`src/rtl/vn_pkg.sv`:
```
package vn_pkg;

    // default field widths
    localparam int COMPONENT_WIDTH_DEF    = 16;
    localparam int UNIT_FRACTION_BITS_DEF = 14;

    // depth of the queue between front and back
    localparam int QUEUE_DEPTH = 4;

    // queue status seen by the front and the back
    typedef struct packed {
        logic full;
        logic empty;
    } t_q_stat;

endpackage

```
`src/rtl/vn_if.sv`:
```
// input channel: one vector
interface vn_in_if #(
    parameter int COMPONENT_WIDTH = vn_pkg::COMPONENT_WIDTH_DEF
);
    logic                              valid;
    logic                              ready;
    logic signed [COMPONENT_WIDTH-1:0] x_comp;
    logic signed [COMPONENT_WIDTH-1:0] y_comp;
    logic signed [COMPONENT_WIDTH-1:0] z_comp;

    modport source (output valid, x_comp, y_comp, z_comp, input ready);
    modport sink   (input valid, x_comp, y_comp, z_comp, output ready);
endinterface


```
`src/rtl/vn_front.sv`:
```
module vn_front #(
    parameter int COMPONENT_WIDTH = vn_pkg::COMPONENT_WIDTH_DEF
) (
    input  logic                       i_clk,
    input  logic                       i_rst_n,
    vn_in_if.sink                      i_in,
    input  vn_pkg::t_q_stat            i_q_stat,
    output logic                       o_push,
    output logic [COMPONENT_WIDTH-1:0] o_mag,
    output logic [COMPONENT_WIDTH-1:0] o_ax,
    output logic [COMPONENT_WIDTH-1:0] o_ay,
    output logic [COMPONENT_WIDTH-1:0] o_az,
    output logic [2:0]                 o_neg
);
    import vn_pkg::*;

    localparam int CW = COMPONENT_WIDTH;
    // abs stage, sum stage, one stage per root bit
    localparam int NS   = CW + 2;
    localparam int LAST = NS - 1;

    logic            r_v    [NS];
    logic [CW-1:0]   r_ax   [NS];
    logic [CW-1:0]   r_ay   [NS];
    logic [CW-1:0]   r_az   [NS];
    logic [2:0]      r_neg  [NS];
    logic [2*CW-1:0] r_s    [NS];
    logic [CW+1:0]   r_rem  [NS];
    logic [CW-1:0]   r_root [NS];
    logic            w_adv;

    // whole pipe moves unless the last stage is blocked by a full queue
    assign w_adv      = !r_v[LAST] || !i_q_stat.full;
    assign i_in.ready = w_adv;

    // valid chain
    always_ff @(posedge i_clk) begin
        if (!i_rst_n) begin
            for (int k = 0; k < NS; k++) begin
                r_v[k] <= 1'b0;
            end
        end else if (w_adv) begin
            r_v[0] <= i_in.valid;
            for (int k = 1; k < NS; k++) begin
                r_v[k] <= r_v[k-1];
            end
        end
    end

    // stage 0: sign and absolute value
    always_ff @(posedge i_clk) begin
        if (w_adv) begin
            r_neg[0] <= {i_in.z_comp[CW-1], i_in.y_comp[CW-1], i_in.x_comp[CW-1]};
            r_ax[0]  <= i_in.x_comp[CW-1] ? CW'(-i_in.x_comp) : CW'(i_in.x_comp);
            r_ay[0]  <= i_in.y_comp[CW-1] ? CW'(-i_in.y_comp) : CW'(i_in.y_comp);
            r_az[0]  <= i_in.z_comp[CW-1] ? CW'(-i_in.z_comp) : CW'(i_in.z_comp);
            r_s[0]   <= '0;
            r_rem[0] <= '0;
            r_root[0] <= '0;
        end
    end

    // stage 1: sum of squares, full width
    always_ff @(posedge i_clk) begin
        if (w_adv) begin
            r_neg[1]  <= r_neg[0];
            r_ax[1]   <= r_ax[0];
            r_ay[1]   <= r_ay[0];
            r_az[1]   <= r_az[0];
            r_s[1]    <= (2*CW)'(r_ax[0]) * (2*CW)'(r_ax[0])
                       + (2*CW)'(r_ay[0]) * (2*CW)'(r_ay[0])
                       + (2*CW)'(r_az[0]) * (2*CW)'(r_az[0]);
            r_rem[1]  <= '0;
            r_root[1] <= '0;
        end
    end

    // one root bit per stage, two sum bits shifted in each time
    for (genvar j = 0; j < CW; j++) begin : g_sqrt
        logic [CW+3:0] w_cand;
        logic [CW+3:0] w_trial;
        logic          w_ge;

        assign w_cand  = {r_rem[j+1], r_s[j+1][2*(CW-1-j) +: 2]};
        assign w_trial = {2'b00, r_root[j+1], 2'b01};
        assign w_ge    = (w_cand >= w_trial);

        always_ff @(posedge i_clk) begin
            if (w_adv) begin
                r_neg[j+2] <= r_neg[j+1];
                r_ax[j+2]  <= r_ax[j+1];
                r_ay[j+2]  <= r_ay[j+1];
                r_az[j+2]  <= r_az[j+1];
                r_s[j+2]   <= r_s[j+1];
                if (w_ge) begin
                    r_rem[j+2]  <= (CW+2)'(w_cand - w_trial);
                    r_root[j+2] <= {r_root[j+1][CW-2:0], 1'b1};
                end else begin
                    r_rem[j+2]  <= (CW+2)'(w_cand);
                    r_root[j+2] <= {r_root[j+1][CW-2:0], 1'b0};
                end
            end
        end
    end

    assign o_push = r_v[LAST] && !i_q_stat.full;
    assign o_mag  = r_root[LAST];
    assign o_ax   = r_ax[LAST];
    assign o_ay   = r_ay[LAST];
    assign o_az   = r_az[LAST];
    assign o_neg  = r_neg[LAST];

endmodule

```
`src/flat_wrapper.sv`:
```
// flat-port wrapper written by rule: the top's interface ports become plain ports
module vn_front_flat import vn_pkg::*;
#(
    parameter int COMPONENT_WIDTH = vn_pkg::COMPONENT_WIDTH_DEF
)
  (i_clk, i_rst_n, i_q_stat, o_push, o_mag, o_ax, o_ay, o_az, o_neg, i_in_valid, i_in_x_comp, i_in_y_comp, i_in_z_comp, i_in_ready);
  vn_in_if #(.COMPONENT_WIDTH(COMPONENT_WIDTH)) i_in_i ();
  input  logic i_clk;
  input  logic i_rst_n;
  input  vn_pkg::t_q_stat i_q_stat;
  output logic o_push;
  output logic [COMPONENT_WIDTH-1:0] o_mag;
  output logic [COMPONENT_WIDTH-1:0] o_ax;
  output logic [COMPONENT_WIDTH-1:0] o_ay;
  output logic [COMPONENT_WIDTH-1:0] o_az;
  output logic [2:0] o_neg;
  input wire logic [$bits(i_in_i.valid)-1:0] i_in_valid;
  input wire logic [$bits(i_in_i.x_comp)-1:0] i_in_x_comp;
  input wire logic [$bits(i_in_i.y_comp)-1:0] i_in_y_comp;
  input wire logic [$bits(i_in_i.z_comp)-1:0] i_in_z_comp;
  output wire logic [$bits(i_in_i.ready)-1:0] i_in_ready;
  assign i_in_i.valid = i_in_valid;
  assign i_in_i.x_comp = i_in_x_comp;
  assign i_in_i.y_comp = i_in_y_comp;
  assign i_in_i.z_comp = i_in_z_comp;
  assign i_in_ready = i_in_i.ready;
  vn_front #(.COMPONENT_WIDTH(COMPONENT_WIDTH)) u_core (.i_clk(i_clk), .i_rst_n(i_rst_n), .i_in(i_in_i), .i_q_stat(i_q_stat), .o_push(o_push), .o_mag(o_mag), .o_ax(o_ax), .o_ay(o_ay), .o_az(o_az), .o_neg(o_neg));
endmodule
```
`config.mk`:
```
export PLATFORM = sky130hd
export DESIGN_NAME = vn_front_flat
export DESIGN_NICKNAME = d
export VERILOG_FILES = /design/src/rtl/vn_pkg.sv /design/src/rtl/vn_if.sv /design/src/rtl/vn_front.sv /design/src/flat_wrapper.sv
export SDC_FILE = /design/constraint.sdc
export NUM_CORES = 2
export LEC_CHECK = 0
export BUFFER_PORTS_ARGS = -buffer_cell sky130_fd_sc_hd__buf_2
export CELL_PAD_IN_SITES_DETAIL_PLACEMENT = 1
export CELL_PAD_IN_SITES_GLOBAL_PLACEMENT = 2
export CORE_MARGIN = 1
export CORE_UTILIZATION = 30
export CTS_BUF_LIST = sky130_fd_sc_hd__clkbuf_16
export DETAILED_ROUTE_END_ITERATION = 7
export PLACE_DENSITY_LB_ADDON = 0.25
export SYNTH_ARGS = -nofsm -noshare
export SYNTH_HDL_FRONTEND = slang
export SYNTH_SLANG_ARGS = --single-unit
```
`constraint.sdc`:
```
create_clock -name i_clk -period 34.9 [get_ports i_clk]
set_input_delay 3.49 -clock i_clk [delete_from_list [all_inputs] [get_ports i_clk]]
set_output_delay 3.49 -clock i_clk [all_outputs]
set_load 0.03 [all_outputs]
```
==> metrics.yaml <==
yosysWarnings: 0
tns_ns: 0
synth_cell_type_count: 88
synth_edf_count: 1592
cts_tree: "done"
synth.area.mux_share_pct: 0.340
antenna_found_initial: 5
worst_pin_slew_ns: 1.11
drc: 0
vias: 41233
cts_buffers: 184
ys_ff_latch: 1594
synthXorXnorAreaFrac_pct: 2.93
synthFlopType: "edfxtp_1"
layout_common_cells: "edfxtp_1 (1,592), inv_1 (1,091), fa_1 (611), ha_1 (415), nand2_1 (334)"
start_util_pct: 30.2
wire_per_inst_um: 15.9
syn_nets: 6716
synth-adder-area-share_pct: 21.5
cts-htree-levels: 4
place_congestion: 0.778
avgSynthCellArea_um2: 14.4
arrival_ns: 9.75
ys_async_sr_fraction_pct: 0
post_cts_buffers: 0
grt_setup_unrepaired: "no"
crit_type: "reg -> reg"
hpwlAfterDp_um: 110000
core_mm2: 0.268
wl_um: 153000
drt_iter0_markers: 1897
finalNetCount: 6987
slew_viol_final: 0
final_common_cell: "edfxtp_1"
clock_tree.buffer_depth: 4
die_w_um: 521
syn_area_mm2: 0.0809
finalCritPeriodShare_pct: 26.3
synth_top_family_by_area: "adder cells"
grt_pass1_vias: 46185
grt_max_degree: 188
area_growth_pct: 13.4
hold_viol_final: 0
skew_ns: 0.0656
overflow: 0
synth_simple_gate_area_share_pct: 6.69
cts_hold_buf: 0
fp-row-count: 190
num-fill-cells: 27960
avgViaCountPerCell: 4.30
clk_latency_ns: 0.84
syn-instance-count: 5637
drive_gt1_share_pct: 8.33
fin_crit_ns: 9.16
seq_area_frac_synth_pct: 59.1
critPathLaunchType: "flop"
grt_pass1_wl_um: 250000
cts_resized: 0
maxCapViolCount: 0
synth_compound_area_share_pct: 3.97
finalSetupViolations: 0
fmax_mhz: 109
slew_headroom_pct: 25.8
top_level_ports: 122
crit_fanout: 15
cts.sinks: 1594
status: "finished clean"
dr.pass1.iters: 5
portBuffers: 120
min_path_type: "reg -> reg"
critPathCaptureType: "flop"
root_buffer: "clkbuf_16"
required_ns: 35.48
postRouteAntennaNets: 0
clk_pin_slew_ns: 0.06
die_y_um: 521
dieArea_mm2: 0.272
grt_usage_pct: 11.6
-- critical path, stage by stage, from the launching register on --
cell      delay [ns]
edfxtp_1        0.81
inv_1           0.41
nor2_1          0.27
ha_1            0.28
a31o_2          0.29
fa_1            0.54
inv_1           0.05
fa_1            0.53
inv_1           0.05
fa_1            0.51
fa_1            0.49
fa_1            0.53
fa_1            0.52
fa_1            0.57
inv_1           0.06
fa_1            0.55
inv_1           0.05
ha_1            0.37
nand2_1         0.12
o21ai_0         0.16
nand3_1         0.12
nand2_1         0.06
a221oi_1        0.62
o21ai_1         0.25
o41ai_2         0.38
mux2i_1         0.23
nand3_1         0.12
-- final cells by class --
cell class / count / area, um^2 / share of cell area, %
clock buffer: 186 / 4650 / 5.07
multi-input combinational: 2889 / 28700 / 31.3
clock inverter: 130 / 1040 / 1.13
tap: 3552 / 4440 / 4.84
timing repair buffer: 176 / 1050 / 1.14
inverter: 1063 / 4010 / 4.37
antenna: 7 / 17.5 / 0.0191
sequential: 1594 / 47800 / 52.1
-- logic make-up (layout without fill, tap and decap cells) --
| group | Yosys count | count (layout) |
|---|---|---|
| XOR/XNOR | 271 | 271 |
| flip-flops | 1594 | 1594 |
| buffers and inverters | 1154 | 1555 |
| AND/OR/NAND/NOR | 1076 | 1076 |
| AO/OA/AOI/OAI | 491 | 491 |
| multiplexers | 25 | 25 |
| other | 0 | 7 |
| adder cells (fa/ha/maj) | 1026 | 1026 |
-- synth_stat cells, drive strengths merged, types with 6 or more instances --
library cell  number  area (um^2)
a211oi            14          148
a21boi            20          154
a21o              43          323
a21oi            145          729
a31o               6         52.6
a31oi             12         75.1
and2             182         1140
and3              38          238
buf               20          123
clkbuf            71          267
edfxtp          1592        47800
fa               611        12200
ha               415         5190
inv             1061         3980
mux2              20          225
nand2            334         1250
nand2b            36          225
nand3             41          210
nand3b             7         52.6
nand4             19          125
nor2             196          736
nor2b             40          250
nor3              68          352
nor4              39          275
o211ai             8         60.1
o21a              45          339
o21ai            122          622
o21bai             9         78.8
o31ai             30          249
o41ai              7         68.8
or2               14         92.6
or3               34          218
or4               15          124
xnor2            171         1500
xor2             100          876
-- final timing paths --
path / start / endpoint / slack [ns] / cells after the start
worst min-delay path: u_core.r_ay[2][9] / u_core.r_ay[3][9] / 0.36 / 0
worst max register to register: u_core.r_ay[0][13] / u_core.r_s[1][30] / 25.74 / 26
worst min register to register: u_core.r_ay[2][9] / u_core.r_ay[3][9] / 0.36 / 0
worst max-delay path: u_core.r_ay[0][13] / u_core.r_s[1][30] / 25.74 / 26
-- registers in the layout, summed over array words and instances, names as in the netlist --
| name | cells |
|---|---|
| u_core.r_neg | 54 |
| u_core.r_ax | 288 |
| u_core.r_rem | 250 |
| u_core.r_ay | 288 |
| u_core.r_v | 18 |
| u_core.r_az | 288 |
| u_core.r_root | 136 |
| u_core.r_s | 272 |
-- through the flow --
| step | instance area, um^2 | utilization [%] | hold slack [ns] | setup WS (ns) | std cells |
|---|---|---|---|---|---|
| 2_1_floorplan | 80900 | - | 0.400 | 4.30 | 5637 |
| 3_3_place_gp | 86000 | 32.1 | 0.400 | 25.55 | 9274 |
| 3_5_place_dp | 86000 | 32.1 | 0.405 | 25.38 | 9274 |
| 4_1_cts | 91700 | 34.2 | 0.343 | 25.54 | 9590 |
| 5_1_grt | 91700 | 34.2 | 0.367 | 25.17 | 9593 |
| 6_report | 91800 | 34.2 | 0.355 | 25.74 | 9597 |
-- routing by layer --
metal | vias up | GRT usage [%] | part of all wire [%]
li1 | 19582 | - | -
met1 | 21031 | 13.9 | 43
met2 | 390 | 21.1 | 52
met3 | 230 | 1.96 | 2.9
met4 | 0 | 3.30 | 2.6
met5 | - | 0 | 0
Power is not shown: default switching activity piles up to over one toggle a cycle in this logic, so the estimate is an artifact.
