==> config.mk <==
export PLATFORM = sky130hd
export DESIGN_NAME = vn_back_flat
export DESIGN_NICKNAME = d
export VERILOG_FILES = /design/src/rtl/vn_pkg.sv /design/src/rtl/vn_if.sv /design/src/rtl/vn_back.sv /design/src/flat_wrapper.sv
export SDC_FILE = /design/constraint.sdc
export NUM_CORES = 2
export LEC_CHECK = 0
export ABC_AREA = 1
export BUFFER_PORTS_ARGS = -buffer_cell sky130_fd_sc_hd__buf_2
export CAP_MARGIN = 10
export CORE_MARGIN = 2
export CORE_UTILIZATION = 33
export CTS_CLUSTER_SIZE = 10
export DETAILED_ROUTE_END_ITERATION = 16
export GPL_TIMING_DRIVEN = 0
export SLEW_MARGIN = 20
export SYNTH_ARGS = -nofsm -noshare
export SYNTH_HDL_FRONTEND = slang
export SYNTH_SLANG_ARGS = --single-unit
==> constraint.sdc <==
create_clock -name i_clk -period 33.9 [get_ports i_clk]
set_clock_uncertainty 0.2 [all_clocks]
set_input_delay 3.39 -clock i_clk [delete_from_list [all_inputs] [get_ports i_clk]]
set_output_delay 3.39 -clock i_clk [all_outputs]
set_load 0.02 [all_outputs]
==> src/rtl/vn_pkg.sv <==
package vn_pkg;

    // default field widths
    localparam int COMPONENT_WIDTH_DEF    = 16;
    localparam int UNIT_FRACTION_BITS_DEF = 14;

    // depth of the queue between front and back
    localparam int QUEUE_DEPTH = 4;

    // queue status seen by the front and the back
    typedef struct packed {
        logic full;
        logic empty;
    } t_q_stat;

endpackage

==> src/rtl/vn_if.sv <==


// output channel: magnitude and unit vector
interface vn_out_if #(
    parameter int COMPONENT_WIDTH    = vn_pkg::COMPONENT_WIDTH_DEF,
    parameter int UNIT_FRACTION_BITS = vn_pkg::UNIT_FRACTION_BITS_DEF
);
    logic                                 valid;
    logic                                 ready;
    logic        [COMPONENT_WIDTH-1:0]    magnitude;
    logic signed [UNIT_FRACTION_BITS+1:0] unit_x;
    logic signed [UNIT_FRACTION_BITS+1:0] unit_y;
    logic signed [UNIT_FRACTION_BITS+1:0] unit_z;
    logic                                 zero_length;

    modport source (output valid, magnitude, unit_x, unit_y, unit_z, zero_length,
                    input ready);
    modport sink   (input valid, magnitude, unit_x, unit_y, unit_z, zero_length,
                    output ready);
endinterface

==> src/rtl/vn_back.sv <==
module vn_back #(
    parameter int COMPONENT_WIDTH    = vn_pkg::COMPONENT_WIDTH_DEF,
    parameter int UNIT_FRACTION_BITS = vn_pkg::UNIT_FRACTION_BITS_DEF
) (
    input  logic                       i_clk,
    input  logic                       i_rst_n,
    input  vn_pkg::t_q_stat            i_q_stat,
    input  logic [COMPONENT_WIDTH-1:0] i_mag,
    input  logic [COMPONENT_WIDTH-1:0] i_ax,
    input  logic [COMPONENT_WIDTH-1:0] i_ay,
    input  logic [COMPONENT_WIDTH-1:0] i_az,
    input  logic [2:0]                 i_neg,
    output logic                       o_pop,
    vn_out_if.source                   o_out
);
    import vn_pkg::*;

    localparam int CW = COMPONENT_WIDTH;
    localparam int UF = UNIT_FRACTION_BITS;
    localparam int QW = UF + 1;
    // one stage per quotient bit
    localparam int NS   = QW;
    localparam int LAST = NS - 1;

    logic          r_v    [NS];
    logic [CW-1:0] r_mag  [NS];
    logic [2:0]    r_neg  [NS];
    logic [CW-1:0] r_rem  [NS][3];
    logic [QW-1:0] r_q    [NS][3];
    logic          r_o_v;
    logic          w_adv;
    logic [CW-1:0] w_a    [3];

    assign w_a[0] = i_ax;
    assign w_a[1] = i_ay;
    assign w_a[2] = i_az;

    // pipe moves unless the output register is held
    assign w_adv = !r_o_v || o_out.ready;
    assign o_pop = w_adv && !i_q_stat.empty;

    // valid chain
    always_ff @(posedge i_clk) begin
        if (!i_rst_n) begin
            for (int k = 0; k < NS; k++) begin
                r_v[k] <= 1'b0;
            end
            r_o_v <= 1'b0;
        end else if (w_adv) begin
            r_v[0] <= !i_q_stat.empty;
            for (int k = 1; k < NS; k++) begin
                r_v[k] <= r_v[k-1];
            end
            r_o_v <= r_v[LAST];
        end
    end

    // restoring division, three lanes; quotient never exceeds 2^UF
    for (genvar k = 0; k < NS; k++) begin : g_div
        logic [CW-1:0] w_dv;
        logic [2:0]    w_nin;

        // divisor and signs come from the queue or the previous stage
        if (k == 0) begin : g_head
            assign w_dv  = i_mag;
            assign w_nin = i_neg;
        end else begin : g_tail
            assign w_dv  = r_mag[k-1];
            assign w_nin = r_neg[k-1];
        end

        for (genvar l = 0; l < 3; l++) begin : g_lane
            logic [CW:0]   w_cand;
            logic [CW-1:0] w_rin;
            logic [QW-1:0] w_qin;
            logic          w_ge;

            if (k == 0) begin : g_first
                assign w_rin  = {1'b0, w_a[l][CW-1:1]};
                assign w_qin  = '0;
                assign w_cand = {w_rin, w_a[l][0]};
            end else begin : g_rest
                assign w_rin  = r_rem[k-1][l];
                assign w_qin  = r_q[k-1][l];
                assign w_cand = {w_rin, 1'b0};
            end
            assign w_ge = (w_cand >= {1'b0, w_dv});

            always_ff @(posedge i_clk) begin
                if (w_adv) begin
                    if (w_ge) begin
                        r_rem[k][l] <= CW'(w_cand - {1'b0, w_dv});
                    end else begin
                        r_rem[k][l] <= CW'(w_cand);
                    end
                    r_q[k][l] <= {w_qin[QW-2:0], w_ge};
                end
            end
        end

        always_ff @(posedge i_clk) begin
            if (w_adv) begin
                r_mag[k] <= w_dv;
                r_neg[k] <= w_nin;
            end
        end
    end

    // output register: sign, zero-length forcing
    always_ff @(posedge i_clk) begin
        if (w_adv) begin
            o_out.magnitude   <= r_mag[LAST];
            o_out.zero_length <= (r_mag[LAST] == '0);
            if (r_mag[LAST] == '0) begin
                o_out.unit_x <= '0;
                o_out.unit_y <= '0;
                o_out.unit_z <= '0;
            end else begin
                o_out.unit_x <= r_neg[LAST][0] ? -(UF+2)'(r_q[LAST][0])
                                               : (UF+2)'(r_q[LAST][0]);
                o_out.unit_y <= r_neg[LAST][1] ? -(UF+2)'(r_q[LAST][1])
                                               : (UF+2)'(r_q[LAST][1]);
                o_out.unit_z <= r_neg[LAST][2] ? -(UF+2)'(r_q[LAST][2])
                                               : (UF+2)'(r_q[LAST][2]);
            end
        end
    end

    assign o_out.valid = r_o_v;

`ifndef NO_ASSERTIONS
    a_zero_flag: assert property (@(posedge i_clk) disable iff (!i_rst_n)
        r_o_v |-> (o_out.zero_length == (o_out.magnitude == '0)))
        else $error("zero flag disagrees with magnitude");
    a_zero_units: assert property (@(posedge i_clk) disable iff (!i_rst_n)
        (r_o_v && o_out.zero_length) |->
        (o_out.unit_x == '0 && o_out.unit_y == '0 && o_out.unit_z == '0))
        else $error("zero vector gave nonzero unit");
    a_no_pop_stall: assert property (@(posedge i_clk) disable iff (!i_rst_n)
        (r_o_v && !o_out.ready) |-> !o_pop)
        else $error("queue popped while output stalled");
`endif

endmodule

==> src/flat_wrapper.sv <==
// flat-port wrapper written by rule: the top's interface ports become plain ports
module vn_back_flat import vn_pkg::*;
#(
    parameter int COMPONENT_WIDTH    = vn_pkg::COMPONENT_WIDTH_DEF,
    parameter int UNIT_FRACTION_BITS = vn_pkg::UNIT_FRACTION_BITS_DEF
)
  (i_clk, i_rst_n, i_q_stat, i_mag, i_ax, i_ay, i_az, i_neg, o_pop, o_out_valid, o_out_magnitude, o_out_unit_x, o_out_unit_y, o_out_unit_z, o_out_zero_length, o_out_ready);
  vn_out_if #(.COMPONENT_WIDTH(COMPONENT_WIDTH), .UNIT_FRACTION_BITS(UNIT_FRACTION_BITS)) o_out_i ();
  input  logic i_clk;
  input  logic i_rst_n;
  input  vn_pkg::t_q_stat i_q_stat;
  input  logic [COMPONENT_WIDTH-1:0] i_mag;
  input  logic [COMPONENT_WIDTH-1:0] i_ax;
  input  logic [COMPONENT_WIDTH-1:0] i_ay;
  input  logic [COMPONENT_WIDTH-1:0] i_az;
  input  logic [2:0] i_neg;
  output logic o_pop;
  output wire logic [$bits(o_out_i.valid)-1:0] o_out_valid;
  output wire logic [$bits(o_out_i.magnitude)-1:0] o_out_magnitude;
  output wire logic [$bits(o_out_i.unit_x)-1:0] o_out_unit_x;
  output wire logic [$bits(o_out_i.unit_y)-1:0] o_out_unit_y;
  output wire logic [$bits(o_out_i.unit_z)-1:0] o_out_unit_z;
  output wire logic [$bits(o_out_i.zero_length)-1:0] o_out_zero_length;
  input wire logic [$bits(o_out_i.ready)-1:0] o_out_ready;
  assign o_out_valid = o_out_i.valid;
  assign o_out_magnitude = o_out_i.magnitude;
  assign o_out_unit_x = o_out_i.unit_x;
  assign o_out_unit_y = o_out_i.unit_y;
  assign o_out_unit_z = o_out_i.unit_z;
  assign o_out_zero_length = o_out_i.zero_length;
  assign o_out_i.ready = o_out_ready;
  vn_back #(.COMPONENT_WIDTH(COMPONENT_WIDTH), .UNIT_FRACTION_BITS(UNIT_FRACTION_BITS)) u_core (.i_clk(i_clk), .i_rst_n(i_rst_n), .i_q_stat(i_q_stat), .i_mag(i_mag), .i_ax(i_ax), .i_ay(i_ay), .i_az(i_az), .i_neg(i_neg), .o_pop(o_pop), .o_out(o_out_i));
endmodule
==> impl_metrics.env <==
export IMPL_status="complete, no violations"
export IMPL_rsz0062_at_grt="false"
export IMPL_min_period_ps=7833
export IMPL_worstHoldStart="u_core.r_q[0][227]"
export IMPL_synth_top_area_cell="edfxtp_1"
export IMPL_area_growth_pct=11.49
export IMPL_cts_clk_slew_worst_paths_ps=50
export IMPL_drtIter0Drc=6370
export IMPL_antenna_found_initial=5
export IMPL_drt_vias_per_instance=4.882
export IMPL_r2r_start="u_core.o_out.valid"
export IMPL_first_global_vias=75490
export IMPL_ys_warnings_count=0
export IMPL_max_freq_mhz=127.7
export IMPL_fin_crit_sh=0.2311
export IMPL_p_comb_frac=0.519
export IMPL_cp_end_kind="output pin"
export IMPL_synthCells=12240
export IMPL_use_met2=0.3344
export IMPL_drv_slew=0
export IMPL_critPathLaunchType="input port"
export IMPL_root_buffer="clkbuf_16"
export IMPL_min_path_type="reg -> reg"
export IMPL_routedWlPerCell_um=18.13
export IMPL_num_rows=200
export IMPL_grtUsageTotal=0.1942
export IMPL_grt_ovfl_total=0
export IMPL_synth_top_flop_cell="edfxtp_1"
export IMPL_p_int_w=0.005807
export IMPL_grt_pass1_wl_mm=451.1
export IMPL_crit_arrival_ps=4240
export IMPL_final_layout_size_suffix_gt1_frac=0.08096
export IMPL_clk_latency_ps=860
export IMPL_io_buffers=136
export IMPL_synth_top_cell_area_share=0.4230
export IMPL_dp_hpwl_mm=245.3
export IMPL_cp_max_fo=8
export IMPL_crit_type="in -> out"
export IMPL_ys_seq_area_frac=0.4252
export IMPL_layout_cells_non_filler=16590
export IMPL_syn_nets=13070
export IMPL_postRouteAntennaNets=0
export IMPL_chipHeight_um=550.2
export IMPL_worst_slew_pin_slew_ps=1271
export IMPL_use_met1=0.2485
export IMPL_dieArea_mm2=0.3028
export IMPL_p_leak_nw=55.45
export IMPL_placed_cells=16330
export IMPL_nFillCells=30690
export IMPL_post_cts_buffers=0
export IMPL_ys_top_cells_by_area="edfxtp_1 42%, nand2_1 17%, ha_1 9.1%"
export IMPL_synth_distinct_cells=51
export IMPL_drtPass1Iterations=6
export IMPL_routed_wl_mm=300.7
export IMPL_crit_required_ps=30310
export IMPL_holdBufCountCts=0
export IMPL_fin_nets=13410
export IMPL_ir_worst_vdd_uv=64.62
export IMPL_drc_errors=0
export IMPL_powerDensity_mw_per_mm2=96.92
export IMPL_swShare=0.4542
export IMPL_slew_headroom=0.1460
export IMPL_fin_tns_setup_ps=0
export IMPL_avgSynthCellArea_um2=8.047
export IMPL_top_usage_layer="met2"
export IMPL_netlist_area_mm2=0.09846
export IMPL_cts_inserted_buffers=178
export IMPL_cts_resized=0
export IMPL_async_reset_ff_frac=0
export IMPL_clk_path_buf_depth=4
export IMPL_setup_viol=0
export IMPL_pwr_share_clk=0.162
export IMPL_cts_tree="built"
export IMPL_max_cap_violations=0
export IMPL_pin_count=139
export IMPL_design_core_area_mm2=0.2968
export IMPL_clock_sinks=1398
export IMPL_critPathLaunch="o_out_ready"
export IMPL_hold_viol_final=0
export IMPL_grt_max_degree=100
export IMPL_grt_use_met3=0.02063
export IMPL_die_w_um=550.2
export IMPL_start_util=0.3318
export IMPL_num_vias=81000
export IMPL_synth_edf_count=1387
export IMPL_ys_ff_latch=1398
export IMPL_power_frac_seq=0.319
export IMPL_r2r_slack_ps=29450
export IMPL_power_switching_w=0.004832
export IMPL_gp_congestion=0.9495
export IMPL_h_tree_depth=4
-- sequential cells by signal (all words and copies together) (netlist names) --
signal                    cells
u_core.r_rem                672
u_core.r_q                  360
u_core.r_mag                240
u_core.r_neg                 45
u_core.o_out.magnitude       16
u_core.o_out.unit_x          16
u_core.o_out.unit_y          16
u_core.o_out.unit_z          16
u_core.r_v                   15
u_core.o_out.valid            1
u_core.o_out.zero_length      1
-- per-layer routing --
metal | part of all wire | vias to the layer above | routed length (µm)
met3 | 0.050 | 487 | 14940
met4 | 0.043 | 0 | 13060
met1 | 0.43 | 37380 | 128800
li1 | - | 41000 | -
met2 | 0.48 | 2131 | 144000
met5 | 0 | - | 0
-- cell usage after synthesis, types with 38 or more instances --
library cell,count
nand2_1,4462
inv_1,1776
edfxtp_1,1387
ha_1,720
nand3_1,713
nand4_1,675
nor2_1,652
a21oi_1,414
xor2_1,248
o21ai_0,121
buf_2,100
nor3_1,99
nand2_2,94
xnor2_1,85
nand3_2,68
nor2_2,64
nand3_4,57
nor2_4,52
buf_4,49
buf_6,45
fa_1,42
o21a_1,39
nor3_2,38
-- placed cells by master (no fill, tap or decap), types with 20 or more instances in the layout --
| cell | count |
|---|---|
| a21o_1 | 32 |
| a21oi_1 | 414 |
| and3_1 | 32 |
| buf_2 | 236 |
| buf_4 | 49 |
| buf_6 | 45 |
| clkbuf_1 | 40 |
| clkbuf_16 | 180 |
| edfxtp_1 | 1387 |
| fa_1 | 42 |
| ha_1 | 720 |
| inv_1 | 1775 |
| inv_2 | 28 |
| nand2_1 | 4462 |
| nand2_2 | 94 |
| nand3_1 | 713 |
| nand3_2 | 68 |
| nand3_4 | 57 |
| nand4_1 | 675 |
| nor2_1 | 652 |
| nor2_2 | 64 |
| nor2_4 | 52 |
| nor3_1 | 99 |
| nor3_2 | 38 |
| nor3_4 | 28 |
| o21a_1 | 39 |
| o21ai_0 | 121 |
| o21bai_1 | 20 |
| or2_2 | 20 |
| xnor2_1 | 85 |
| xor2_1 | 248 |
-- critical path, cell delays in order --
cell and delay [ps]:
buf_2 110, nor2_4 490, nor2_1 70, buf_2 180
-- final timing paths --
check	endpoint	cells after the start
hold / removal	u_core.r_q[0][273]	0
setup reg to reg	u_core.r_mag[0][63]	11
setup / recovery	o_pop	4
hold reg to reg	u_core.r_q[0][273]	0
-- power by group through the flow --
stage,Combinational [W],Sequential (W),Clock [W]
6_report,0.00552,0.00340,0.00172
5_1_grt,0.00627,0.00344,0.00182
4_1_cts,0.00550,0.00339,0.00176
3_5_place_dp,0.00548,0.00342,0
3_3_place_gp,0.00545,0.00342,0
2_1_floorplan,0.00411,0.00315,0
-- cells by family after synthesis --
family	Yosys count	share of synthesized area
AO/OA/AOI/OAI	658	0.03653
XOR/XNOR	333	0.02962
adder cells (fa/ha/maj)	762	0.1000
buffers and inverters	2017	0.08360
flip-flops	1398	0.4252
AND/OR/NAND/NOR	7068	0.3250
-- through the flow --
| stage | hold slack [ps] | total power (W) | instance area (µm²) | setup WS [ps] | util |
|---|---|---|---|---|---|
| final | 127.9 | 0.01064 | 109800 | 26070 | 0.3699 |
| after detailed placement | 204.5 | 0.008897 | 104700 | 26030 | 0.3527 |
| after CTS | 110.1 | 0.01065 | 109800 | 26030 | 0.3698 |
| after global routing | 127.7 | 0.01153 | 109800 | 25960 | 0.3698 |
| after global placement | 200.5 | 0.008867 | 104100 | -434.7 | 0.3507 |
| after floorplan | 200.3 | 0.007256 | 98460 | 9347 | - |
-- final cells by class --
type	count	area, µm²	area share
Antenna cell	4	10.01	0.00009119
Buffer	211	1456	0.01327
Clock buffer	209	4613	0.04203
Clock inverter	44	470.5	0.004286
Inverter	1806	6789	0.06185
Multi-Input combinational cell	8821	48360	0.4406
Sequential cell	1398	41870	0.3814
Tap cell	3939	4928	0.04490
Timing Repair Buffer	159	1269	0.01156
No activity file was read; power rests on OpenSTA's default activity.
