File: config.mk
export PLATFORM = sky130hd
export DESIGN_NAME = vn_fifo
export DESIGN_NICKNAME = d
export VERILOG_FILES = /design/src/rtl/vn_pkg.sv /design/src/rtl/vn_fifo.sv
export SDC_FILE = /design/constraint.sdc
export NUM_CORES = 1
export LEC_CHECK = 0
export ABC_AREA = 1
export BUFFER_PORTS_ARGS = -buffer_cell sky130_fd_sc_hd__buf_4
export CORE_MARGIN = 8
export CORE_UTILIZATION = 31
export CTS_CLUSTER_DIAMETER = 40
export DETAILED_ROUTE_END_ITERATION = 12
export SYNTH_ARGS = -nofsm -noshare
export SYNTH_HDL_FRONTEND = slang
export SYNTH_SLANG_ARGS = --single-unit
File: constraint.sdc
create_clock -name i_clk -period 7.1 [get_ports i_clk]
set_input_delay 0.71 -clock i_clk [delete_from_list [all_inputs] [get_ports i_clk]]
set_output_delay 0.71 -clock i_clk [all_outputs]
set_load 0.05 [all_outputs]
File: src/rtl/vn_pkg.sv
package vn_pkg;

    // default field widths
    localparam int COMPONENT_WIDTH_DEF    = 16;
    localparam int UNIT_FRACTION_BITS_DEF = 14;

    // depth of the queue between front and back
    localparam int QUEUE_DEPTH = 4;

    // queue status seen by the front and the back
    typedef struct packed {
        logic full;
        logic empty;
    } t_q_stat;

endpackage

File: src/rtl/vn_fifo.sv
module vn_fifo #(
    parameter int WIDTH = 67,
    parameter int DEPTH = vn_pkg::QUEUE_DEPTH
) (
    input  logic             i_clk,
    input  logic             i_rst_n,
    input  logic             i_push,
    input  logic [WIDTH-1:0] i_data,
    input  logic             i_pop,
    output logic [WIDTH-1:0] o_data,
    output vn_pkg::t_q_stat  o_stat
);
    import vn_pkg::*;

    localparam int AW = (DEPTH > 1) ? $clog2(DEPTH) : 1;
    localparam int CW = $clog2(DEPTH + 1);

    logic [WIDTH-1:0] r_mem [DEPTH];
    logic [AW-1:0]    r_wr_ptr, n_wr_ptr;
    logic [AW-1:0]    r_rd_ptr, n_rd_ptr;
    logic [CW-1:0]    r_count, n_count;
    logic             w_push, w_pop;

    // only legal moves take effect
    assign w_push = i_push && (r_count != CW'(DEPTH));
    assign w_pop  = i_pop && (r_count != '0);

    // pointer and fill count update
    always_comb begin
        n_wr_ptr = r_wr_ptr;
        n_rd_ptr = r_rd_ptr;
        n_count  = r_count;
        if (w_push) begin
            n_wr_ptr = (r_wr_ptr == AW'(DEPTH - 1)) ? '0 : r_wr_ptr + 1'b1;
        end
        if (w_pop) begin
            n_rd_ptr = (r_rd_ptr == AW'(DEPTH - 1)) ? '0 : r_rd_ptr + 1'b1;
        end
        if (w_push && !w_pop) begin
            n_count = r_count + 1'b1;
        end else if (w_pop && !w_push) begin
            n_count = r_count - 1'b1;
        end
    end

    always_ff @(posedge i_clk) begin
        if (!i_rst_n) begin
            r_wr_ptr <= '0;
            r_rd_ptr <= '0;
            r_count  <= '0;
        end else begin
            r_wr_ptr <= n_wr_ptr;
            r_rd_ptr <= n_rd_ptr;
            r_count  <= n_count;
        end
    end

    // storage
    always_ff @(posedge i_clk) begin
        if (w_push) begin
            r_mem[r_wr_ptr] <= i_data;
        end
    end

    assign o_data       = r_mem[r_rd_ptr];
    assign o_stat.full  = (r_count == CW'(DEPTH));
    assign o_stat.empty = (r_count == '0);

`ifndef NO_ASSERTIONS
    a_count_range: assert property (@(posedge i_clk) disable iff (!i_rst_n)
        r_count <= CW'(DEPTH))
        else $error("queue count out of range");
    a_count_push: assert property (@(posedge i_clk) disable iff (!i_rst_n)
        (w_push && !w_pop) |=> (r_count == $past(r_count) + 1'b1))
        else $error("queue count missed a push");
    a_ptr_gap: assert property (@(posedge i_clk) disable iff (!i_rst_n)
        (r_count == '0 || r_count == CW'(DEPTH)) |-> (r_wr_ptr == r_rd_ptr))
        else $error("queue pointers disagree with count");
`endif

endmodule

==> reports/summary.txt, run 1 <==
Status -> finished, final reports clean
Final Util -> 39.8%
Cell Pwr Density -> 462 nW/um^2
Max Cap Viol -> 0
Critical Path Source Type -> register
Worst min path class -> input pin to register
Overall Power -> 6.14 mW
Skew final -> 10.5 ps
CTS Buf Count -> 41
Cell row count -> 67
Nets -> 944
Post CTS Setup Buffer Count -> 0
Fin crit period -> 3530 ps
Critical Path AT -> 2820 ps
HPWL Detailed -> 13.1 mm
Drt pass-1 iters -> 5
Crit share post-route -> 49.7%
Die Height -> 199 um
Peak supply drop -> 0.000229 V
Post-synthesis cell area -> 10400 um^2
Layout cells sized above 1 -> 24.8%
# hold bufs at CTS -> 0
Grt total ovfl -> 0
P&R area growth vs syn -> 27.1%
Core area -> 33400 um^2
Die X -> 199 um
Clk slew on worst S/H paths -> 50 ps
Die ar. -> 39800 um^2
IO Pins -> 140
Max Slew Vio Count -> 0
CTS tree -> built
Slew headroom -> 31.5%
P_leak -> 4.67 nW
Netlist cell types -> 22
Leading area contributor after synthesis -> edfxtp_1
N_diodes -> 0
Fill cell total of the finished layout -> 3162
Synth Register Bits -> 277
Actual slew at the worst max-slew pin -> 1020 ps
Largest net degree at the start of global routing -> 135
Vias -> 6225
Clk_lat worst skew -> 510 ps
WL final -> 23.4 mm
CP Class -> register to output port
Synth warn -> 0
Max Fclk -> 0.283 GHz
Sum Neg Setup Slack -> 0 ps
Kind of end point of the critical path -> output port
Vias in the first global route -> 6383
Worst path max stage delay -> 780 ps
Syn nets -> 798
DRT iter0 DRCs -> 251
Wirelength per Cell -> 17.4 um
Crit Path Max Fanout -> 76
Worst EP required -> 6390 ps
Critical-path cell list -> buf_4 > o21ai_0 > o22ai_1 > buf_4
Clock root buffer master -> clkbuf_16
Share of the synthesized area in the top cell type -> 77.1%
Global-route wire length before repair -> 35.8 mm
Worst path most repeated cell -> buf_4
Cell count after synthesis -> 720
DRC Markers -> 0
Fin. Hold Viols -> 0
H-tree depth -> 2
GR Util All Layers -> 11.5%
Effective utilization at floorplan -> 31.3%
Antenna-violating nets left -> 0
Initial antenna violation count -> 0
CTS Sinks -> 277
Resized cells post-CTS -> 0
GPL Wtd Cong -> 0.695
Setup violations, final -> 0
IO Port Bufs -> 139
Slowest CP cell -> dfxtp_4
Synth area leaders -> edfxtp_1 77%, o21ai_0 6.4%, nor2_1 5.4%
Sequential share of the synthesized area -> 78.8%
Worst Hold Slack -> 403 ps
Syn Area/Cell -> 14.5 um^2
Via density per instance -> 4.63
Clk buf depth -> 3
RSZ-0062 raised after global routing -> false
cell families (layout without fill, tap and decap cells):
family | count (synthesis) | in the layout | share of synthesized area, %
buf+inv | 62 | 238 | 3.46
compound gates | 205 | 205 | 10.6
fa+ha+maj | 7 | 7 | 0.911
flops | 277 | 277 | 78.8
simple gates | 169 | 169 | 6.15
through the flow:
| step | setup WS [ps] | instances | instance area (um^2) |
|---|---|---|---|
| floorplan | 2950 | 720 | 10400 |
| global placement | 4030 | 1271 | 11800 |
| detailed placement | 4000 | 1271 | 11800 |
| CTS | 3520 | 1344 | 13300 |
| global route | 3370 | 1344 | 13300 |
| finish | 3570 | 1344 | 13300 |
path summary, 6_finish.rpt:
path,from,end,slack [ps],cells past startpoint
worst min register to register,r_count[0],r_count[0],520,2
worst max register to register,r_count[0],r_mem[2][15],4300,5
worst max-delay path,register,o_data[20],3570,4
worst min-delay path,i_data[48],r_mem[0][48],400,1
registers in the layout, summed over array words and instances (netlist names), named ones only:
signal    flops
r_count       3
r_mem       268
r_wr_ptr      2
r_rd_ptr      2
cell usage after synthesis (all sizes together):
master,instances
a21oi,2
inv,19
clkbuf,18
fa,1
nand3b,1
edfxtp,268
dfxtp,9
nand3,1
ha,6
nor2,151
nand2,15
o21ai,136
buf,25
o22ai,67
nand4,1
cells in the final DEF (no fill, tap or decap), types with 7 or more instances in the layout:
master,synthesis,layout
edfxtp_1,268,268
inv_6,1,8
o22ai_1,67,67
bufinv_16,0,7
o21ai_0,133,133
dfxtp_1,9,7
nand2_1,15,15
clkbuf_16,0,41
inv_1,17,17
nor2_1,151,147
buf_4,0,146
metal layers:
layer / up-vias / wire length [um] / GRT usage [%]
li1: 2992 / - / -
met1: 3011 / 9910 / 14.6
met2: 187 / 11200 / 18.8
met3: 35 / 1940 / 3.76
met4: 0 / 380 / 3.19
met5: - / 0 / 0
report_power, final:
part,leakage (nW),total (mW),switching (mW),internal (mW)
logic,1.45,2.00,1.48,0.516
clock network,0.684,2.07,0.732,1.33
registers,2.53,2.07,0.0760,2.00
area by class of cell:
type | instances | area, um^2 | share of cell area, %
clock buffer | 44 | 1040 | 7.82
clock inverter | 29 | 389 | 2.93
inverter | 19 | 76.3 | 0.575
multi-input combinational | 381 | 1880 | 14.1
sequential | 277 | 8230 | 62.0
tap | 448 | 561 | 4.22
timing repair buffer | 146 | 1100 | 8.26
worst max-delay path: cells and delay by family (launching register included):
kind / cells / cell delay, ps
flops: 1 / 780
buf+inv: 2 / 990
compound gates: 2 / 490
Note: power is estimated with default switching activity, not from simulation.
==> inputs of run 2 (changes only) <==
Clock period 7.1 ns to 3.55 ns, I/O delays scaled along.
==> run 2 against run 1 <==
Effect of this change: clock skew up 8.4 ps; critical path depth did not move; hold slack got worse by 370 ps.
==> reports/summary.txt, run 2 (same netlist as run 1, synthesis figures left out) <==
Overall Power -> 12.0 mW
Slew headroom -> 35.7%
Critical Path Source Type -> register
H-tree depth -> 2
Biggest register -> r_mem
Fin. Hold Viols -> 0
Kind of end point of the critical path -> output port
Fill cell total of the finished layout -> 3136
Actual slew at the worst max-slew pin -> 964 ps
Crit Path Max Fanout -> 134
N_diodes -> 0
DRT iter0 DRCs -> 393
CP Class -> register to output port
Vias -> 6274
Sum Neg Setup Slack -> 0 ps
Area of placed instances -> 11900 um^2
Final instance area -> 13300 um^2
Grt total ovfl -> 0
Most frequent cells in the layout -> 268 x edfxtp_1, 147 x nor2_1, 147 x buf_4
Drt pass-1 iters -> 4
Clk_lat worst skew -> 520 ps
CTS tree -> built
Via density per instance -> 4.64
Largest net degree at the start of global routing -> 135
Footprint of the multi-input gates -> 1880 um^2
Max Cap Viol -> 0
GPL Wtd Cong -> 0.700
Final Util -> 39.8%
Worst Hold Slack -> 33.6 ps
Wirelength per Cell -> 17.6 um
Die ar. -> 39800 um^2
FF/Latch Area -> 8230 um^2
Layout cells sized above 1 -> 24.8%
P_leak -> 4.67 nW
Resized cells post-CTS -> 0
Cell Pwr Density -> 905 nW/um^2
Cell row count -> 67
Setup violations, final -> 0
Worst path max stage delay -> 740 ps
Effective utilization at floorplan -> 31.3%
Max Fclk -> 0.344 GHz
Largest register FFs -> 268
Die Height -> 199 um
Global-route wire length before repair -> 36.3 mm
Status -> finished, final reports clean
Crit share post-route -> 81.9%
Initial antenna violation count -> 0
Worst EP required -> 3190 ps
GR Util All Layers -> 11.8%
IO Pins -> 140
Slowest CP cell -> inv_6
Critical Path AT -> 2550 ps
Die X -> 199 um
Commonest non-fill, non-tap cell in the layout -> edfxtp_1
WL final -> 23.8 mm
Core area -> 33400 um^2
DRC Markers -> 0
Final worst slack -> 644 ps
Fin cells -> 1352
Dpl cells -> 1276
Peak supply drop -> 0.000533 V
Critical-path cell list -> inv_6 > o21ai_0 > o22ai_1 > buf_4
CTS Sinks -> 277
Max Slew Vio Count -> 0
Nets -> 951
CTS Buf Count -> 41
Setup slack, reg-to-reg -> 1360 ps
Vias in the first global route -> 6439
Skew final -> 19.0 ps
P&R area growth vs syn -> 27.2%
Fin crit period -> 2910 ps
Clk slew on worst S/H paths -> 50 ps
Clk buf depth -> 3
HPWL Detailed -> 13.6 mm
RSZ-0062 raised after global routing -> false
DP Worst Slack -> 1180 ps
Largest registers -> r_mem (268), r_count (3)
Worst min path class -> input pin to register
Largest delay share family, worst path -> buffers and inverters
IO Port Bufs -> 139
Antenna-violating nets left -> 0
CP bufs+invs -> 2
Clock root buffer master -> clkbuf_16
==> run 2: cell types whose count changed in the layout (fill, tap and decap cells not counted), sizes merged <==
cell	delta
inv	+1
buf	+5
clkinvlp	+1
bufinv	-4
clkinv	+2
dlygate4sd3	+2
clkbuf	+1
==> run 2: path summary, 6_finish.rpt <==
check / endpoint / cells past startpoint / from
worst min-delay path: r_mem[0][50] / 1 / i_data[50]
worst max-delay path: o_data[28] / 4 / register
worst max register to register: r_mem[2][0] / 5 / r_count[0]
worst min register to register: r_count[0] / 2 / r_count[0]
==> run 2: what timing repair did <==
action / CTS / global route
setup buffers: 0 / 0
hold endpoints to repair: 8 / 0
hold buffers: 2 / 0
==> run 2: cell type report <==
type / instances / area share, %
inverters: 19 / 0.575
repair buffers: 153 / 9.07
multi-input cells: 381 / 14.1
flip-flops and latches: 277 / 62.0
clock inverters: 29 / 2.13
well taps: 448 / 4.22
clock buffers: 45 / 7.84
==> run 2: per-layer routing <==
metal | up-vias | share of wire, % | routed length, um | GRT usage, %
li1 | 3002 | - | - | -
met1 | 3065 | 44 | 10400 | 15.0
met2 | 164 | 48 | 11400 | 19.3
met3 | 43 | 6.1 | 1460 | 3.28
met4 | 0 | 2.1 | 509 | 3.95
met5 | - | 0 | 0 | 0
==> run 2: where the power goes <==
group          internal (mW)  total, mW  switching (mW)
Sequential              3.99       4.12           0.136
Clock                   2.38       3.85            1.47
Combinational           1.06       4.04            2.98
==> inputs of run 3 (changes only) <==
Clock period 3.55 ns to 2.8 ns, I/O delays scaled along.
==> run 3 against run 2 <==
Effect of this change: largest cell class unchanged; critical endpoint is now o_data[53]; count of clock-buffer cells in the layout is 3 lower; hold slack improved by 26 ps; sequential share of layout area fell by 2.8 points.
==> reports/summary.txt, run 3 (same netlist as run 1, synthesis figures left out) <==
Largest registers -> r_mem (268), r_count (3)
Status -> finished, final reports clean
Clk buf depth -> 3
Largest net degree at the start of global routing -> 71
Actual slew at the worst max-slew pin -> 724 ps
Max Fclk -> 0.396 GHz
Core area -> 33400 um^2
H-tree depth -> 2
Worst path max stage delay -> 440 ps
Worst min path class -> input pin to register
Vias -> 6473
Slowest CP cell -> dfxtp_4
P_leak -> 4.96 nW
Largest delay share family, worst path -> buffers and inverters
Post CTS Setup Buffer Count -> 0
GR Util All Layers -> 11.9%
Fin crit period -> 2530 ps
WL met3 -> 1.62 mm
Crit Path Max Fanout -> 52
Worst Hold Slack -> 59.3 ps
CTS Sinks -> 277
Biggest register -> r_mem
Effective utilization at floorplan -> 31.3%
CTS tree -> built
HPWL Detailed -> 13.9 mm
Met2 WL -> 11.5 mm
Fin cells -> 1415
Max Used Layer -> met5
Wirelength per Cell -> 17.0 um
Max Cap Viol -> 0
Die X -> 199 um
N_diodes -> 0
CTS Buf Count -> 39
Skew final -> 10.5 ps
Largest register FFs -> 268
DRC Markers -> 0
Kind of end point of the critical path -> output port
Clk slew on worst S/H paths -> 50 ps
Drt pass-1 iters -> 4
Reg2Reg Launch Point -> r_count[1]
Die Height -> 199 um
Peak supply drop -> 0.000539 V
Slew headroom -> 51.8%
Met1 wire length -> 10.5 mm
Cell row count -> 67
Critical-path cell list -> inv_6 > buf_4 > nor2_1 > o22ai_1 > buf_4
Clock root buffer master -> clkbuf_16
Global-route wire length before repair -> 37.1 mm
Most frequent cells in the layout -> 268 x edfxtp_1, 151 x buf_4, 147 x nor2_1
Dpl cells -> 1280
Layout cells sized above 1 -> 23.5%
Setup violations, final -> 0
GPL Wtd Cong -> 0.737
Worst path most repeated cell -> buf_4
Fin. Hold Viols -> 0
Crit share post-route -> 90.2%
Commonest non-fill, non-tap cell in the layout -> edfxtp_1
CP Class -> register to output port
IO Pins -> 140
Initial antenna violation count -> 2
Sum Neg Setup Slack -> 0 ps
RSZ-0062 raised after global routing -> false
P&R area growth vs syn -> 33.3%
Hold Startpoint -> i_push
# hold bufs at CTS -> 67
Grt total ovfl -> 0
Critical Path AT -> 2250 ps
IO Port Bufs -> 139
Via density per instance -> 4.57
Max Slew Vio Count -> 0
Vias in the first global route -> 6582
Nets -> 1018
Setup slack, reg-to-reg -> 680 ps
WL final -> 24.1 mm
Worst EP required -> 2520 ps
Die ar. -> 39800 um^2
Clk_lat worst skew -> 500 ps
Cell Pwr Density -> 1100 nW/um^2
Resized cells post-CTS -> 0
DRT iter0 DRCs -> 294
Antenna-violating nets left -> 0
Critical Path Source Type -> register
CP bufs+invs -> 3
[run 3: cell type report]
cell class	instances	area, um^2
Inverter	19	76.3
Timing Repair Buffer	222	1880
Clock buffer	42	997
Multi-Input combinational cell	381	1880
Clock inverter	26	282
Tap cell	448	561
Sequential cell	277	8230
Fill cell	3122	19500
[run 3: final timing paths]
check,to,depth (start not counted)
hold / removal,r_wr_ptr[1],3
setup / recovery,o_data[53],5
hold reg to reg,r_count[0],2
setup reg to reg,r_count[1],9
[run 3: metrics by stage]
step                      util [%]  setup WS [ps]  area, um^2  power, mW
final                         41.7            275       13900       15.3
after global routing          41.7           74.5       13900       16.0
after global placement        35.8            702       12000       10.5
after detailed placement      35.8            691       12000       10.6
after CTS                     41.7            172       13900       15.5
after floorplan                  -          -91.9       10400       8.92
[run 3: power by group]
group | internal (mW) | switching (mW) | leakage (nW)
combinational | 1.45 | 3.84 | 1.80
sequential | 5.06 | 0.145 | 2.53
clock | 2.99 | 1.79 | 0.631
[run 3: tightest hold or removal path: stages]
cell and delay (ps):
buf_4 100, a21oi_1 60, nor2_1 80
[run 3: metal layers]
metal,up-vias,global-route usage (%)
li1,3126,-
met1,3154,15.0
met2,153,20.0
met3,36,3.44
met4,4,3.13
met5,-,0
